--- src/rtl/lrut_pkg.sv ---
`default_nettype none
// ----------------------------------------------------------------------------
// lrut_pkg: shared definitions for the lru replacement tracker
// Sizes, command and status codes, and the control bundle that steers the
// key store.
// ----------------------------------------------------------------------------
package lrut_pkg;

	// store geometry
	localparam int ENTRIES  = 16;
	localparam int KEY_BITS = 16;
	localparam int IDX_BITS = $clog2(ENTRIES);
	localparam int CNT_BITS = $clog2(ENTRIES + 1);

	// field widths at the ports
	localparam int CMD_W    = 2;
	localparam int STATUS_W = 2;

	// command codes, code 3 is unused and does nothing
	typedef enum logic [CMD_W-1:0] {
		CMD_INSERT = 2'd0,
		CMD_VICTIM = 2'd1,
		CMD_ERASE  = 2'd2
	} cmd_t;

	// result status codes
	typedef enum logic [STATUS_W-1:0] {
		ST_OK   = 2'd0,
		ST_MISS = 2'd1,
		ST_FULL = 2'd2
	} status_t;

	// reorder operations on the recency list
	typedef enum logic [1:0] {
		OP_NONE   = 2'd0,
		OP_FRONT  = 2'd1,
		OP_REMOVE = 2'd2
	} store_op_t;

	// control bundle from the decision logic to the key store
	typedef struct packed {
		logic                wr;
		store_op_t           op;
		logic [IDX_BITS-1:0] pos;
	} store_ctl_t;

endpackage
`default_nettype wire

--- src/rtl/lru_replacement_tracker_unit.sv ---
`default_nettype none
// ----------------------------------------------------------------------------
// lru_replacement_tracker_unit: lru replacement tracker top level
// Input register, combinational decision over the key list, result register.
// ----------------------------------------------------------------------------
// The tracker keeps up to ENTRIES distinct keys in recency order and takes
// one item every clock cycle while the result side is not stalled: insert
// or touch a key, take the least recent key as victim, or erase a key. Each
// item is loaded into the input register at acceptance and moves into the
// result register when that is free or drains; the result carries the status,
// the victim key and the occupancy after the command. The rate is
// set by the combinational compare of the key against all stored positions
// plus the shift of the ordered register list; the list state is written
// as the item moves into the result register, so the next item sees it
// without a bubble. No clearing pass is needed after reset.
module lru_replacement_tracker_unit import lrut_pkg::*; (
	input  wire logic                clk,
	input  wire logic                arst_n,
	input  wire logic                cmd_valid,
	output logic                     cmd_stall,
	input  wire logic [CMD_W-1:0]    command,
	input  wire logic [KEY_BITS-1:0] key,
	output logic                     rsp_valid,
	input  wire logic                rsp_stall,
	output logic      [STATUS_W-1:0] status,
	output logic      [KEY_BITS-1:0] victim_key,
	output logic      [CNT_BITS-1:0] occupancy
);

	logic                valid_s1;
	logic [CMD_W-1:0]    cmd_s1;
	logic [KEY_BITS-1:0] key_s1;
	logic                advance;
	logic [CNT_BITS-1:0] used_q;
	logic                rsp_valid_q;
	logic [STATUS_W-1:0] status_q;
	logic [KEY_BITS-1:0] victim_q;
	logic [CNT_BITS-1:0] occ_q;

	logic [ENTRIES-1:0]  hit;
	logic [KEY_BITS-1:0] tail_key;
	status_t             dec_status;
	logic [CNT_BITS-1:0] dec_used;
	logic [KEY_BITS-1:0] dec_victim;
	store_op_t           dec_op;
	logic [IDX_BITS-1:0] dec_pos;
	store_ctl_t          ctl;

	// handshake: stage 1 moves when the result register is free or drains
	assign advance   = !rsp_valid_q || !rsp_stall;
	assign cmd_stall = valid_s1 && !advance;

	// input register control
	always_ff @(posedge clk or negedge arst_n) begin
		if (!arst_n) begin
			valid_s1 <= 1'b0;
		end else if (!cmd_stall) begin
			valid_s1 <= cmd_valid;
		end
	end

	// input register payload
	always_ff @(posedge clk) begin
		if (!cmd_stall && cmd_valid) begin
			cmd_s1 <= command;
			key_s1 <= key;
		end
	end

	// key list and compare
	lrut_key_store u_store (
		.clk      (clk),
		.key      (key_s1),
		.used     (used_q),
		.ctl      (ctl),
		.hit      (hit),
		.tail_key (tail_key)
	);

	// command decision
	lrut_decide u_decide (
		.command    (cmd_s1),
		.used       (used_q),
		.hit        (hit),
		.tail_key   (tail_key),
		.status     (dec_status),
		.used_next  (dec_used),
		.victim_key (dec_victim),
		.op         (dec_op),
		.pos        (dec_pos)
	);

	// store write when the item leaves stage 1
	always_comb begin
		ctl.wr  = advance && valid_s1;
		ctl.op  = dec_op;
		ctl.pos = dec_pos;
	end

	// occupancy and result valid
	always_ff @(posedge clk or negedge arst_n) begin
		if (!arst_n) begin
			used_q      <= '0;
			rsp_valid_q <= 1'b0;
		end else if (advance) begin
			rsp_valid_q <= valid_s1;
			if (valid_s1) begin
				used_q <= dec_used;
			end
		end
	end

	// result payload
	always_ff @(posedge clk) begin
		if (advance && valid_s1) begin
			status_q <= dec_status;
			victim_q <= dec_victim;
			occ_q    <= dec_used;
		end
	end

	assign rsp_valid  = rsp_valid_q;
	assign status     = status_q;
	assign victim_key = victim_q;
	assign occupancy  = occ_q;

	// occupancy never exceeds the store size
	a_occ_range: assert property (@(posedge clk) disable iff (!arst_n)
		used_q <= CNT_BITS'(ENTRIES))
		else $error("occupancy above store size");

	// a rejected insert only happens on a full store
	a_full_status: assert property (@(posedge clk) disable iff (!arst_n)
		rsp_valid_q && (status_q == ST_FULL) |-> occ_q == CNT_BITS'(ENTRIES))
		else $error("full status with free entries");

	// occupancy holds unless an item moves out of stage 1
	a_used_hold: assert property (@(posedge clk) disable iff (!arst_n)
		!(advance && valid_s1) |=> $stable(used_q))
		else $error("occupancy changed without an item");

	// a delivered victim key means the list had an entry
	a_victim_ok: assert property (@(posedge clk) disable iff (!arst_n)
		rsp_valid_q && (victim_q != '0) |-> status_q == ST_OK)
		else $error("victim key with failing status");

endmodule
`default_nettype wire

--- src/rtl/lrut_key_store.sv ---
`default_nettype none
// ----------------------------------------------------------------------------
// lrut_key_store: recency ordered key list
// Holds the keys, most recent at position 0, compares every valid position
// against the search key and shifts the list to move or drop one position.
// ----------------------------------------------------------------------------
module lrut_key_store import lrut_pkg::*; (
	input  wire logic                clk,
	input  wire logic [KEY_BITS-1:0] key,
	input  wire logic [CNT_BITS-1:0] used,
	input  wire store_ctl_t          ctl,
	output logic      [ENTRIES-1:0]  hit,
	output logic      [KEY_BITS-1:0] tail_key
);

	logic [KEY_BITS-1:0] keys_q [ENTRIES];
	logic [KEY_BITS-1:0] keys_d [ENTRIES];
	logic [CNT_BITS-1:0] tail_cnt;

	// parallel compare over the valid positions
	always_comb begin
		for (int i = 0; i < ENTRIES; i++) begin
			hit[i] = (CNT_BITS'(i) < used) && (keys_q[i] == key);
		end
	end

	// least recent key sits at position used-1
	assign tail_cnt = used - CNT_BITS'(1);
	assign tail_key = keys_q[tail_cnt[IDX_BITS-1:0]];

	// next list: move to front or close a gap
	always_comb begin
		keys_d = keys_q;
		unique case (ctl.op)
			OP_FRONT: begin
				keys_d[0] = key;
				for (int i = 1; i < ENTRIES; i++) begin
					if (IDX_BITS'(i) <= ctl.pos) begin
						keys_d[i] = keys_q[i-1];
					end
				end
			end
			OP_REMOVE: begin
				for (int i = 0; i < ENTRIES - 1; i++) begin
					if (IDX_BITS'(i) >= ctl.pos) begin
						keys_d[i] = keys_q[i+1];
					end
				end
			end
			default: begin
				keys_d = keys_q;
			end
		endcase
	end

	// key registers, payload only
	always_ff @(posedge clk) begin
		if (ctl.wr) begin
			keys_q <= keys_d;
		end
	end

endmodule
`default_nettype wire

--- src/rtl/lrut_decide.sv ---
`default_nettype none
// ----------------------------------------------------------------------------
// lrut_decide: command decision logic
// Turns a command, the compare result and the occupancy into a status,
// the next occupancy, the victim key and the reorder for the key store.
// ----------------------------------------------------------------------------
module lrut_decide import lrut_pkg::*; (
	input  wire logic [CMD_W-1:0]    command,
	input  wire logic [CNT_BITS-1:0] used,
	input  wire logic [ENTRIES-1:0]  hit,
	input  wire logic [KEY_BITS-1:0] tail_key,
	output status_t                  status,
	output logic      [CNT_BITS-1:0] used_next,
	output logic      [KEY_BITS-1:0] victim_key,
	output store_op_t                op,
	output logic      [IDX_BITS-1:0] pos
);

	logic                any_hit;
	logic [IDX_BITS-1:0] hit_idx;

	// keys are distinct, so at most one position matches
	always_comb begin
		hit_idx = '0;
		for (int i = 0; i < ENTRIES; i++) begin
			if (hit[i]) begin
				hit_idx = hit_idx | IDX_BITS'(i);
			end
		end
	end
	assign any_hit = |hit;

	// per command outcome
	always_comb begin
		status     = ST_OK;
		used_next  = used;
		victim_key = '0;
		op         = OP_NONE;
		pos        = '0;
		unique case (cmd_t'(command))
			CMD_INSERT: begin
				if (any_hit) begin
					op  = OP_FRONT;
					pos = hit_idx;
				end else if (used < CNT_BITS'(ENTRIES)) begin
					op        = OP_FRONT;
					pos       = used[IDX_BITS-1:0];
					used_next = used + CNT_BITS'(1);
				end else begin
					status = ST_FULL;
				end
			end
			CMD_VICTIM: begin
				if (used == '0) begin
					status = ST_MISS;
				end else begin
					victim_key = tail_key;
					used_next  = used - CNT_BITS'(1);
				end
			end
			CMD_ERASE: begin
				if (any_hit) begin
					op        = OP_REMOVE;
					pos       = hit_idx;
					used_next = used - CNT_BITS'(1);
				end else begin
					status = ST_MISS;
				end
			end
			default: begin
				status = ST_OK;
			end
		endcase
	end

endmodule
`default_nettype wire

--- config.mk ---
export PLATFORM = sky130hd
export DESIGN_NAME = lru_replacement_tracker_unit
export DESIGN_NICKNAME = d
export VERILOG_FILES = /design/src/rtl/lrut_pkg.sv /design/src/rtl/lru_replacement_tracker_unit.sv /design/src/rtl/lrut_key_store.sv /design/src/rtl/lrut_decide.sv
export SDC_FILE = /design/constraint.sdc
export NUM_CORES = 1
export LEC_CHECK = 0
export BUFFER_PORTS_ARGS = -buffer_cell sky130_fd_sc_hd__buf_2
export CAP_MARGIN = 20
export CORE_UTILIZATION = 40
export DETAILED_ROUTE_END_ITERATION = 7
export HOLD_SLACK_MARGIN = 0.12
export PLACE_DENSITY = 0.58
export RECOVER_POWER = 100
export SETUP_SLACK_MARGIN = 0.1
export SYNTH_ARGS = -nofsm -noshare
export SYNTH_HDL_FRONTEND = slang
export SYNTH_SLANG_ARGS = --single-unit
--- constraint.sdc ---
create_clock -name clk -period 10.1 [get_ports clk]
set_input_delay 1.01 -clock clk [delete_from_list [all_inputs] [get_ports clk]]
set_output_delay 1.01 -clock clk [all_outputs]
set_load 0.01 [all_outputs]
Yosys cells after proc, flatten, opt, wreduce, memory -nomap -nowiden
Cells that the tools add are included.
{ "classes": {"n_eq_ne": 49, "mux": 66, "bitwise": 2, "reduce_logical": 46, "add_sub_neg": 2, "order_cmp": 48} }
{ "ops": {"columns": ["operator", "n"], "rows": [
  ["two-way mux 16 bit", 31],
  ["one-hot mux 240 bit (2 select lines)", 1],
  ["== test 16 bit", 16],
  ["binary-select mux 16 bit (select 4 bit)", 1],
  ["!= test 2 x 1 -> 1 bit, second input constant", 29],
  ["AND reduction 4 bit", 14],
  ["two-way mux 4 bit", 11],
  ["less-than comparator 4 x 5 -> 1 bit, first input constant", 8],
  ["less-or-equal comparator 4 bit, first input constant", 8],
  [">= comparator 4 bit, first input constant", 7],
  ["less-than comparator 3 x 5 -> 1 bit, first input constant", 4],
  ["two-way mux 5 bit", 4],
  ["logical AND 1 bit", 19],
  [">= comparator 3 x 4 -> 1 bit, first input constant", 4],
  ["less-or-equal comparator 3 x 4 -> 1 bit, first input constant", 4],
  ["OR reduction 16 bit", 1],
  ["one-hot mux 5 bit (3 select lines)", 1],
  ["two-way mux 2 bit", 6],
  ["two-way mux 3 bit", 4],
  ["less-than comparator 1 x 5 -> 1 bit, first input constant", 2],
  ["less-than comparator 2 x 5 -> 1 bit, first input constant", 2],
  [">= comparator 1 x 4 -> 1 bit, first input constant", 2],
  [">= comparator 2 x 4 -> 1 bit, first input constant", 2],
  ["less-or-equal comparator 2 x 4 -> 1 bit, first input constant", 2],
  ["other kinds (21)", 30]
]} }
{ "word_totals": {"input_bits": 22, "register_bits": 304, "out_inout_bits": 25} }

Depth between registers and ports, before layout
Gate-level depths: netlist (run 1).
{ "logic_depth": {"word_depth": 22, "mapped_depth": 17, "mapped_depth_nobuf": 12} }

Hierarchy
Synthesis (run 1) repeated with hierarchy kept, for this count alone.
{ "unflattened": {"cells_unflattened": 1310, "area_unflattened_um2": 18281.3} }
{ "by_module_without_submodules": {"columns": ["module", "area_each_um2", "instances", "cells_each"], "rows": [
  ["lrut_key_store", 16061.7, 1, 1146],
  ["lru_replacement_tracker_unit", 1511.4, 1, 59],
  ["lrut_decide", 708.2, 1, 105]
]} }

Worst setup path after synthesis (run 1)
No wires, ideal clock.
{ "synth_path": {"kind": "register -> register", "start": "register key_s1[5]", "end": "register u_store.keys_q[224] in the netlist's numbering (enable)", "setup_ns": 0.430, "n_path_buf": 3, "required_ns": 9.670, "arrival_time_ns": 4.679, "path_slack_ns": 4.991, "path_stages_with_launch": 16, "path_cell_list": "edfxtp_1 -> buf_6 -> xor2_1 -> or4_1 -> or4_1 -> o32ai_2 -> nor4_2 -> nand2_2 -> nor3_1 -> a21oi_1 -> inv_1 -> ha_1 -> clkbuf_1 -> clkbuf_1 -> and2_1 -> nor4_1"} }
{ "synth_between": {"elab_chain_cells": 22, "elab_cells_between_ends": 62, "classes_between": "order compare: 2; eq/ne: 20; mux: 21; reduce/logical: 19"} }
{ "synth_lines": {"columns": ["element", "line", "rtl"], "rows": [
  ["start: declaration", "lru_replacement_tracker_unit.sv:32", "logic [KEY_BITS-1:0] key_s1;"],
  ["start signal: assignment", "lru_replacement_tracker_unit.sv:66", "key_s1 <= key;"],
  ["== test 16 bit", "lrut_key_store.sv:23", "hit[i] = (CNT_BITS'(i) < used) && (keys_q[i] == key);"],
  ["logical AND 1 bit", "lrut_key_store.sv:23", null],
  ["two-way mux 1 bit", "lrut_decide.sv:26", "if (hit[i]) begin"],
  ["two-way mux 2 bit (2 in a row)", "lrut_decide.sv:26", null],
  ["two-way mux 3 bit (4 in a row)", "lrut_decide.sv:26", null],
  ["two-way mux 4 bit (8 in a row)", "lrut_decide.sv:26", null],
  ["two-way mux 4 bit, on equally long branches", "lrut_decide.sv:62, lrut_decide.sv:42", null],
  ["one-hot mux 4 bit (2 select lines)", "lrut_decide.sv:40", "unique case (cmd_t'(command))"],
  [">= comparator 1 x 4 -> 1 bit or less-or-equal comparator 1 x 4 -> 1 bit (tied branches)", "lrut_key_store.sv:45, lrut_key_store.sv:38", null],
  ["!= test 2 x 1 -> 1 bit (no line)", null, null],
  ["AND reduction 4 bit (no line) *", null, null],
  ["end signal: assignment", "lrut_key_store.sv:59", "keys_q <= keys_d;"],
  ["end: declaration", "lrut_key_store.sv:16", "logic [KEY_BITS-1:0] keys_q [ENTRIES];"]
]} }
Every way passes the cells marked *; elsewhere a longest branch is shown, timed or not.
A chain may end at the register's enable or synchronous reset.

Final worst setup path (run 1)
{ "layout_path": {"start": "register used_q[0]", "end": "register u_store.keys_q[139] in the netlist's numbering (enable)"} }
{ "layout_between": {"elab_chain_cells": 22, "elab_cells_between_ends": 65, "classes_between": "order compare: 19; eq/ne: 4; mux: 23; reduce/logical: 19"} }
{ "layout_lines": {"columns": ["element", "line", "rtl"], "rows": [
  ["start: declaration", "lru_replacement_tracker_unit.sv:34", "logic [CNT_BITS-1:0] used_q;"],
  ["start signal: assignment", "lru_replacement_tracker_unit.sv:108", "used_q <= dec_used;"],
  ["less-than comparator 1 x 5 -> 1 bit", "lrut_key_store.sv:23", null],
  ["logical AND 1 bit", "lrut_key_store.sv:23", null],
  ["two-way mux 1 bit", "lrut_decide.sv:26", null],
  ["two-way mux 2 bit (2 in a row)", "lrut_decide.sv:26", null],
  ["two-way mux 3 bit (4 in a row)", "lrut_decide.sv:26", null],
  ["two-way mux 4 bit (8 in a row)", "lrut_decide.sv:26", null],
  ["two-way mux 4 bit, on equally long branches", "lrut_decide.sv:62, lrut_decide.sv:42", null],
  ["one-hot mux 4 bit (2 select lines)", "lrut_decide.sv:40", null],
  [">= comparator 3 x 4 -> 1 bit or less-or-equal comparator 3 x 4 -> 1 bit (tied branches)", "lrut_key_store.sv:45, lrut_key_store.sv:38", null],
  ["!= test 2 x 1 -> 1 bit (no line)", null, null],
  ["AND reduction 4 bit (no line) *", null, null]
]} }
Marked as above.

==> results.txt, run 1 <==
----------------------------------------------------
[Synthesis]
  Sequential area share after synthesis ... between 40% and 50%
  Instance count of the mapped netlist ... 1,409
  Seq cells post-synth ... about 300
  Yosys synthesis warning count ... 0
  Most used DFF post-synth ... sky130_fd_sc_hd__edfxtp_1
  Per-instance average area after synthesis ... about 14 um2
  Proportion of register bits with asynchronous set or reset after synthesis ... under 10%
  Cell variety after synth ... about 80
  Net count of the mapped netlist ... between 1k and 1.5k
  Post-synth EDFFs ... ~300
  Post-Syn Area ... approximately 19,000 um2

[Floorplanning]
  Initial cell density of the core ... a little over 40%
  Number of top-level pins ... 47
  Number of placement rows ... slightly below 80
  Die W ... ~220 um
  Die area ... approximately 50,000 um2
  Height of the die ... 221 um
  Area of the placeable core ... between 40,000 and 50,000 um2

[CTS]
  TritonCTS Buffers ... 37
  Count of hold-fix buffers inserted at cts ... 0
  Number of setup buffers added after CTS ... 0
  Clk sink count ... 304
  Cells resized by post-CTS repair ... 0
  Clk root buf ... sky130_fd_sc_hd__clkbuf_16
  CTS clk-pin slew, worst paths ... 0.06 ns
  TritonCTS clock tree ... built
  Worst-case clock buffer depth ... 3
  H-tree level count ... 2
  Clock insertion delay at the later pin of the skew report ... roughly 0.58 ns

[Timing]
  Final cycle utilization of the critical path ... roughly 80%
  TNS Setup ... 0 ns
  Count of pins over their slew limit ... around 210
  Total of endpoints with negative setup slack in the final report ... 0
  Slew at the pin closest to its max-slew limit ... roughly 3.2 ns
  Layout Skew ... about 0.028 ns
  RSZ-0062 raised after global routing ... false
  Max Fclk ... 126 MHz
  Worst relative slew slack ... -110%
  Time the final worst path needs with I/O delays and setup ... 7.91 ns
  Count of final hold-check violations ... 0
  Tightest hold margin ... 0.399 ns

[Power and ir drop]
  Switching Power ... about 1.6 mW
  Maximum ir drop on the vdd rail ... approximately 0.00021 V
  Total internal power ... between 2 and 3 mW
  Leakage power ... approximately 6.5 nW
  Sequential fraction of design power ... between 30% and 40%
  Clock power frac ... about 29%
  Share of total power consumed by net switching ... about a third
  Share of total power in combinational logic ... 34.9%
  Areal power density over the cells ... about 210 nW/um2

[Status]
  Violations in the final reports ... max-capacitance violations, max-slew violations
  Outcome ... finished, violations left

[Routing]
  Residual DRC count ... 0
  Detailed-route wire length ... 65,400 um
  Vias post-DR ... 13.5k
  Starting DRC count in detailed routing ... ~1.8k
  WL per Instance ... around 32 um
  Number of detailed-route iterations in the first pass ... 5
  Vias per std cell ... approximately 6.5
  Post-route antenna net violation count ... 0

[Worst setup path]
  CP startpoint kind ... flip-flop
  Crit Path Class ... flip-flop to flip-flop
  Nature of the critical path endpoint ... flip-flop
  Arrival time of data at the critical path endpoint ... a little over 8 ns
  Worst-path maximum fanout ... 196
  Worst Path Required ... 10.26 ns

[Layout]
  Final standard cell area without fillers ... roughly 21,000 um2
  Most frequent cells in the layout ... sky130_fd_sc_hd__edfxtp_1 (297), sky130_fd_sc_hd__mux2_2 (240), sky130_fd_sc_hd__xnor2_1 (186)
  Proportion of layout cells with a drive suffix above 1 ... 30.7%
  Final #Nets ... between 1k and 1.5k
  Most common library cell in the layout ignoring fill and taps ... sky130_fd_sc_hd__edfxtp_1
  Post-synthesis to final-layout area growth ... 9.52%
  Filler Cells Inserted ... 4,284

[Placement]
  Placer congestion estimate ... ~0.93
  Number of buffers inserted by port buffering ... 46
  Area post-placement ... between 20,000 and 25,000 um2
  Sum of net half-perimeters after detailed placement ... 47,100 um

[Job]
  Number of maximum-capacitance constraint violations ... 7

[Hold path]
  Worst Hold Class ... input pin to async pin

[Global routing]
  Global-route usage over all layers ... a little over a quarter
  Initial antenna violation count ... 2
  Via count of the first global-routing pass ... around 13k
  First-pass GRT wire length ... ~94,000 um
  Maximum number of pins on one net before global-route repair ... approximately 200
  GRT Residual Overflow ... 0

----------------------------------------------------
## final timing paths
kind / from / to / slack [ns] / cells past startpoint
max in group asynchronous: arst_n / used_q[0] / 9.34 / 1
worst min register to register: valid_s1 / rsp_valid / 0.50 / 1
worst min-delay path: arst_n / used_q[1] / 0.40 / 1
worst max-delay path: used_q[0] / u_store.keys_q[139] / 2.19 / 14
min in group clk: valid_s1 / rsp_valid / 0.50 / 1
worst max register to register: used_q[0] / u_store.keys_q[139] / 2.19 / 14
## cell type report
type,instances,area [um2],area share (%)
clock inverters,18,168,0.797
diodes,1,2.50,0.0119
multi-input cells,994,9500,45.1
clock buffers,50,985,4.68
flip-flops and latches,304,9090,43.2
repair buffers,82,485,2.31
inverters,15,56.3,0.268
well taps,607,759,3.61
## power by group through the flow
stage | clock, mW | combinational (mW) | sequential, mW
final | 1.31 | 1.56 | 1.60
after global routing | 1.37 | 1.60 | 1.61
after CTS | 1.33 | 1.51 | 1.60
after detailed placement | 0 | 1.50 | 1.63
after global placement | 0 | 1.49 | 1.63
after floorplan | 0 | 1.02 | 1.54
## kinds of logic (layout without fill, tap and decap cells)
| kind of cell | Yosys count | in the layout | share of synthesized area, % |
|---|---|---|---|
| multiplexers | 323 | 323 | 23.6 |
| AND/OR/NAND/NOR | 309 | 309 | 9.65 |
| flip-flops | 304 | 304 | 47.3 |
| XOR/XNOR | 260 | 260 | 12.0 |
| buffers and inverters | 111 | 165 | 3.29 |
| AO/OA/AOI/OAI | 95 | 95 | 3.72 |
| adder cells (fa/ha/maj) | 7 | 7 | 0.456 |
| other | 0 | 1 | 0 |
## cell usage after synthesis, drive strengths merged (22+ instances only)
cell / n / area (um2)
nand4: 72 / 450
and2: 22 / 138
nor2: 32 / 120
mux4: 80 / 1800
xor2: 70 / 613
nor4: 38 / 272
nand3: 24 / 133
clkbuf: 48 / 180
nand2: 33 / 126
nor3: 22 / 110
edfxtp: 297 / 8920
xnor2: 190 / 1690
mux2: 240 / 2700
buf: 48 / 395
## worst max-delay path, cell delays in order (launching register included)
cell                        delay [ns]
sky130_fd_sc_hd__dfrtp_1          1.82
sky130_fd_sc_hd__buf_4            0.86
sky130_fd_sc_hd__nor2_1           0.15
sky130_fd_sc_hd__o31a_1           0.30
sky130_fd_sc_hd__or4b_1           0.53
sky130_fd_sc_hd__o2bb2ai_1        0.28
sky130_fd_sc_hd__nor4_4           0.11
sky130_fd_sc_hd__nand2_2          0.14
sky130_fd_sc_hd__nor3_1           0.06
sky130_fd_sc_hd__a21oi_1          0.24
sky130_fd_sc_hd__inv_1            0.11
sky130_fd_sc_hd__ha_4             0.40
sky130_fd_sc_hd__buf_12           0.37
sky130_fd_sc_hd__a21o_1           0.42
sky130_fd_sc_hd__a21oi_1          1.28
## layer usage
| metal | vias to the layer above | part of all wire [%] | global-route usage, % |
|---|---|---|---|
| met3 | 134 | 9.1 | 5.18 |
| met2 | 788 | 44 | 39.6 |
| met1 | 7001 | 44 | 38.0 |
| met4 | 2 | 3.7 | 10.2 |
| li1 | 5575 | - | - |
| met5 | - | 0.015 | 0 |
## metrics by stage
stage	util (%)	setup slack [ns]	power, mW	instances
finish	44.8	2.19	4.47	2071
global route	44.8	1.68	4.58	2070
CTS	45.2	3.79	4.44	2070
detailed placement	42.7	3.83	3.13	2002
global placement	42.7	3.77	3.12	2001
floorplan	-	4.99	2.55	1409
## registers in the layout, summed over array words and instances (netlist names)
register,flops
cmd_s1,2
key_s1,16
occupancy,5
rsp_valid,1
status,2
u_store.keys_q,256
used_q,5
valid_s1,1
victim_key,16
No activity file was read; power rests on OpenSTA's default activity.
==> run 2: changes to the inputs <==
==> constraint.sdc (replaced) <==
create_clock -name clk -period 7.73 [get_ports clk]
set_input_delay 0.773 -clock clk [delete_from_list [all_inputs] [get_ports clk]]
set_output_delay 0.773 -clock clk [all_outputs]
set_load 0.01 [all_outputs]
==> run 2 against run 1 <==
The flow still finishes with violations (max-capacitance violations, max-slew violations). Combinational power rose by 33%. Setup slack worse by 0.93 ns. Largest cell class unchanged. First-iteration DRC count shrank 19%. Largest power group is now combinational logic.
==> results.txt, run 2 (same netlist as run 1, synthesis figures left out) <==
----------------------------------------------------
[Layout]
  Most common library cell in the layout ignoring fill and taps ... sky130_fd_sc_hd__edfxtp_1
  Proportion of layout cells with a drive suffix above 1 ... 30.4% (-0.29 points)
  Post-synthesis to final-layout area growth ... 9.53% (about the same)
  Final #Nets ... 1,468 (+0.34%)
  Most frequent cells in the layout ... sky130_fd_sc_hd__edfxtp_1 (297), sky130_fd_sc_hd__mux2_2 (240), sky130_fd_sc_hd__xnor2_1 (186)
  Biggest register ... u_store.keys_q
  Number of standard cells in the final layout excluding fillers ... 2,074 (+0.14%)
  Number of flip-flops in the largest register ... 256 (unchanged)

[Worst setup path]
  CP max-delay cell ... sky130_fd_sc_hd__o21bai_1
  Crit Path Class ... flip-flop to flip-flop
  Nature of the critical path endpoint ... flip-flop
  Family of cells with the greatest summed delay on the critical path ... compound AO/OA/AOI/OAI gates
  Worst-path maximum fanout ... 21 (-89%)
  Count of buffer and inverter cells on the critical path ... 1 (-2)
  Worst Path Required ... 7.90 ns (-2.36 ns)
  Crit path from ... used_q[3]
  Arrival time of data at the critical path endpoint ... 6.64 ns (-1.43 ns)
  Crit path cell chain ... a211oi_1 > nor3_1 > nand4_1 > o22ai_1 > nor4_1 > nand3_1 > o21bai_1 > nor4b_1 > nor4_2 > clkbuf_1
  R2r endpoint ... u_store.keys_q[229]
  Startpoint of the worst register-to-register path ... used_q[3]
  Worst setup endpoint ... u_store.keys_q[229]
  Largest stage delay, worst path ... 1.21 ns (-0.61 ns)
  Worst path depth ... 10 (-4)
  R2R depth ... 10 (-4)
  Slack of the worst reg-to-reg path ... 1.26 ns (-0.93 ns)
  CP startpoint kind ... flip-flop

[Routing]
  Number of detailed-route iterations in the first pass ... 6 (+1)
  Vias post-DR ... 13.2k (-2.4%)
  Post-route antenna net violation count ... 0 (unchanged)
  WL per Instance ... 30.7 um (-2.8%)
  Detailed-route wire length ... 63,700 um (-2.6%)
  Vias per std cell ... 6.35 (-2.5%)
  Residual DRC count ... 0 (unchanged)
  Starting DRC count in detailed routing ... 1,476 (-19%)

[CTS]
  TritonCTS Buffers ... 38 (+2.7%)
  Worst-case clock buffer depth ... 3 (unchanged)
  Clk root buf ... sky130_fd_sc_hd__clkbuf_16
  Count of hold-fix buffers inserted at cts ... 1 (+1)
  Number of setup buffers added after CTS ... 0 (unchanged)
  Clock insertion delay at the later pin of the skew report ... 0.58 ns (about the same)
  CTS clk-pin slew, worst paths ... 0.06 ns (about the same)
  Cells resized by post-CTS repair ... 0 (unchanged)
  TritonCTS clock tree ... built
  Clk sink count ... 304 (unchanged)
  H-tree level count ... 2 (unchanged)

[Power and ir drop]
  Share of total power in combinational logic ... 36.1% (+1.2 points)
  Share of total power consumed by net switching ... 35.7% (+0.63 points)
  Sequential fraction of design power ... 35.6% (-0.3 points)
  Switching Power ... 2.06 mW (+31%)
  Areal power density over the cells ... 274 nW/um2 (+29%)
  Clock power frac ... 28.4% (-0.9 points)
  Maximum ir drop on the vdd rail ... 0.000210 V (-0.85%)
  Total internal power ... 3.70 mW (+28%)
  Leakage power ... 6.47 nW (-0.48%)

[Timing]
  Worst relative slew slack ... -63.6% (+47 points)
  Count of final hold-check violations ... 0 (unchanged)
  Max Fclk ... 155 MHz (+22%)
  Slew at the pin closest to its max-slew limit ... 2.45 ns (-0.700 ns)
  Count of pins over their slew limit ... 73 (-65%)
  Layout Skew ... 0.0273 ns (-0.000417 ns)
  RSZ-0062 raised after global routing ... false
  TNS Setup ... 0 ns (unchanged)
  Total of endpoints with negative setup slack in the final report ... 0 (unchanged)
  Final cycle utilization of the critical path ... 83.7% (+5.3 points)
  Time the final worst path needs with I/O delays and setup ... 6.47 ns (-1.44 ns)

[Global routing]
  Maximum number of pins on one net before global-route repair ... 130 (-34%)
  Global-route usage over all layers ... 26.0% (-0.50 points)
  GRT Residual Overflow ... 0 (unchanged)
  Initial antenna violation count ... 7 (+5)
  Via count of the first global-routing pass ... 12.9k (-1.8%)
  First-pass GRT wire length ... 93,200 um (-0.84%)

[Status]
  Violations in the final reports ... max-capacitance violations, max-slew violations
  Outcome ... finished, violations left

[Placement]
  Sum of net half-perimeters after detailed placement ... 46,600 um (-1.1%)
  Number of placed instances with taps included ... 2,004 (+0.10%)
  Placer congestion estimate ... 0.953 (+2.7%)
  Number of buffers inserted by port buffering ... 46 (unchanged)

[Floorplanning]
  Number of placement rows ... 79 (unchanged)
  Initial cell density of the core ... 40.9% (unchanged)
  Area of the placeable core ... 47,000 um2 (unchanged)
  Height of the die ... 221 um (unchanged)
  Die area ... 48,900 um2 (unchanged)
  Number of top-level pins ... 47 (unchanged)
  Die W ... 221 um (unchanged)

[Job]
  Number of maximum-capacitance constraint violations ... 3 (-4)

[Hold path]
  Worst Hold Class ... input pin to flip-flop

----------------------------------------------------
run 2: changes by cell type in the layout (fill, tap and decap cells not counted), sizes merged, moves of 2 or more:
cell    delta
clkbuf     +7
buf        -4
bufinv     -2
diode      +2
run 2: layout make-up:
type | instances | area [um2]
fill | 4237 | 25900
multi-input combinational | 994 | 9540
sequential | 304 | 9090
clock buffer | 50 | 1020
tap | 607 | 759
timing repair buffer | 86 | 502
clock inverter | 15 | 71.3
inverter | 15 | 56.3
antenna | 3 | 7.51
run 2: how the worst min path moves through the flow:
stage | endpoint | depth (start not counted) | start
after CTS | key_s1[9] | 1 | key[9]
after detailed placement | rsp_valid | 1 | valid_s1
final | key_s1[12] | 1 | key[12]
after global routing | key_s1[8] | 1 | key[8]
after global placement | rsp_valid | 1 | valid_s1
after floorplan | rsp_valid | 1 | valid_s1
run 2: layer usage:
| layer | vias to the layer above | routed length, um | track usage [%] |
|---|---|---|---|
| li1 | 5576 | - | - |
| met1 | 6822 | 27200 | 37.3 |
| met4 | 2 | 2150 | 9.41 |
| met5 | - | 11 | 0 |
| met2 | 663 | 28500 | 39.2 |
| met3 | 115 | 5780 | 4.90 |
run 2: worst reg2reg max path: cells and delay by family, from the launching register on:
| kind | cells | cell delay [ns] |
|---|---|---|
| buf+inv | 1 | 0.90 |
| flops | 1 | 0.63 |
| simple gates | 6 | 2.15 |
| compound gates | 3 | 2.39 |
run 2: power groups by stage:
stage          logic (mW)  registers [mW]  clock network (mW)
4_1_cts              2.07            2.05                1.66
5_1_grt              2.16            2.06                1.72
2_1_floorplan        1.33            2.01                   0
3_3_place_gp         2.05            2.07                   0
6_report             2.08            2.05                1.63
3_5_place_dp         2.06            2.08                   0
run 2: metrics by stage:
step	utilization, %	instance area [um2]	total power, mW	worst slack (ns)	hold slack (ns)
floorplan	-	19200	3.34	2.62	0.457
global placement	42.7	20000	4.13	2.09	0.475
detailed placement	42.8	20100	4.14	2.07	0.490
CTS	45.1	21200	5.77	2.05	0.363
global route	44.8	21000	5.94	0.885	0.374
finish	44.8	21000	5.76	1.26	0.384
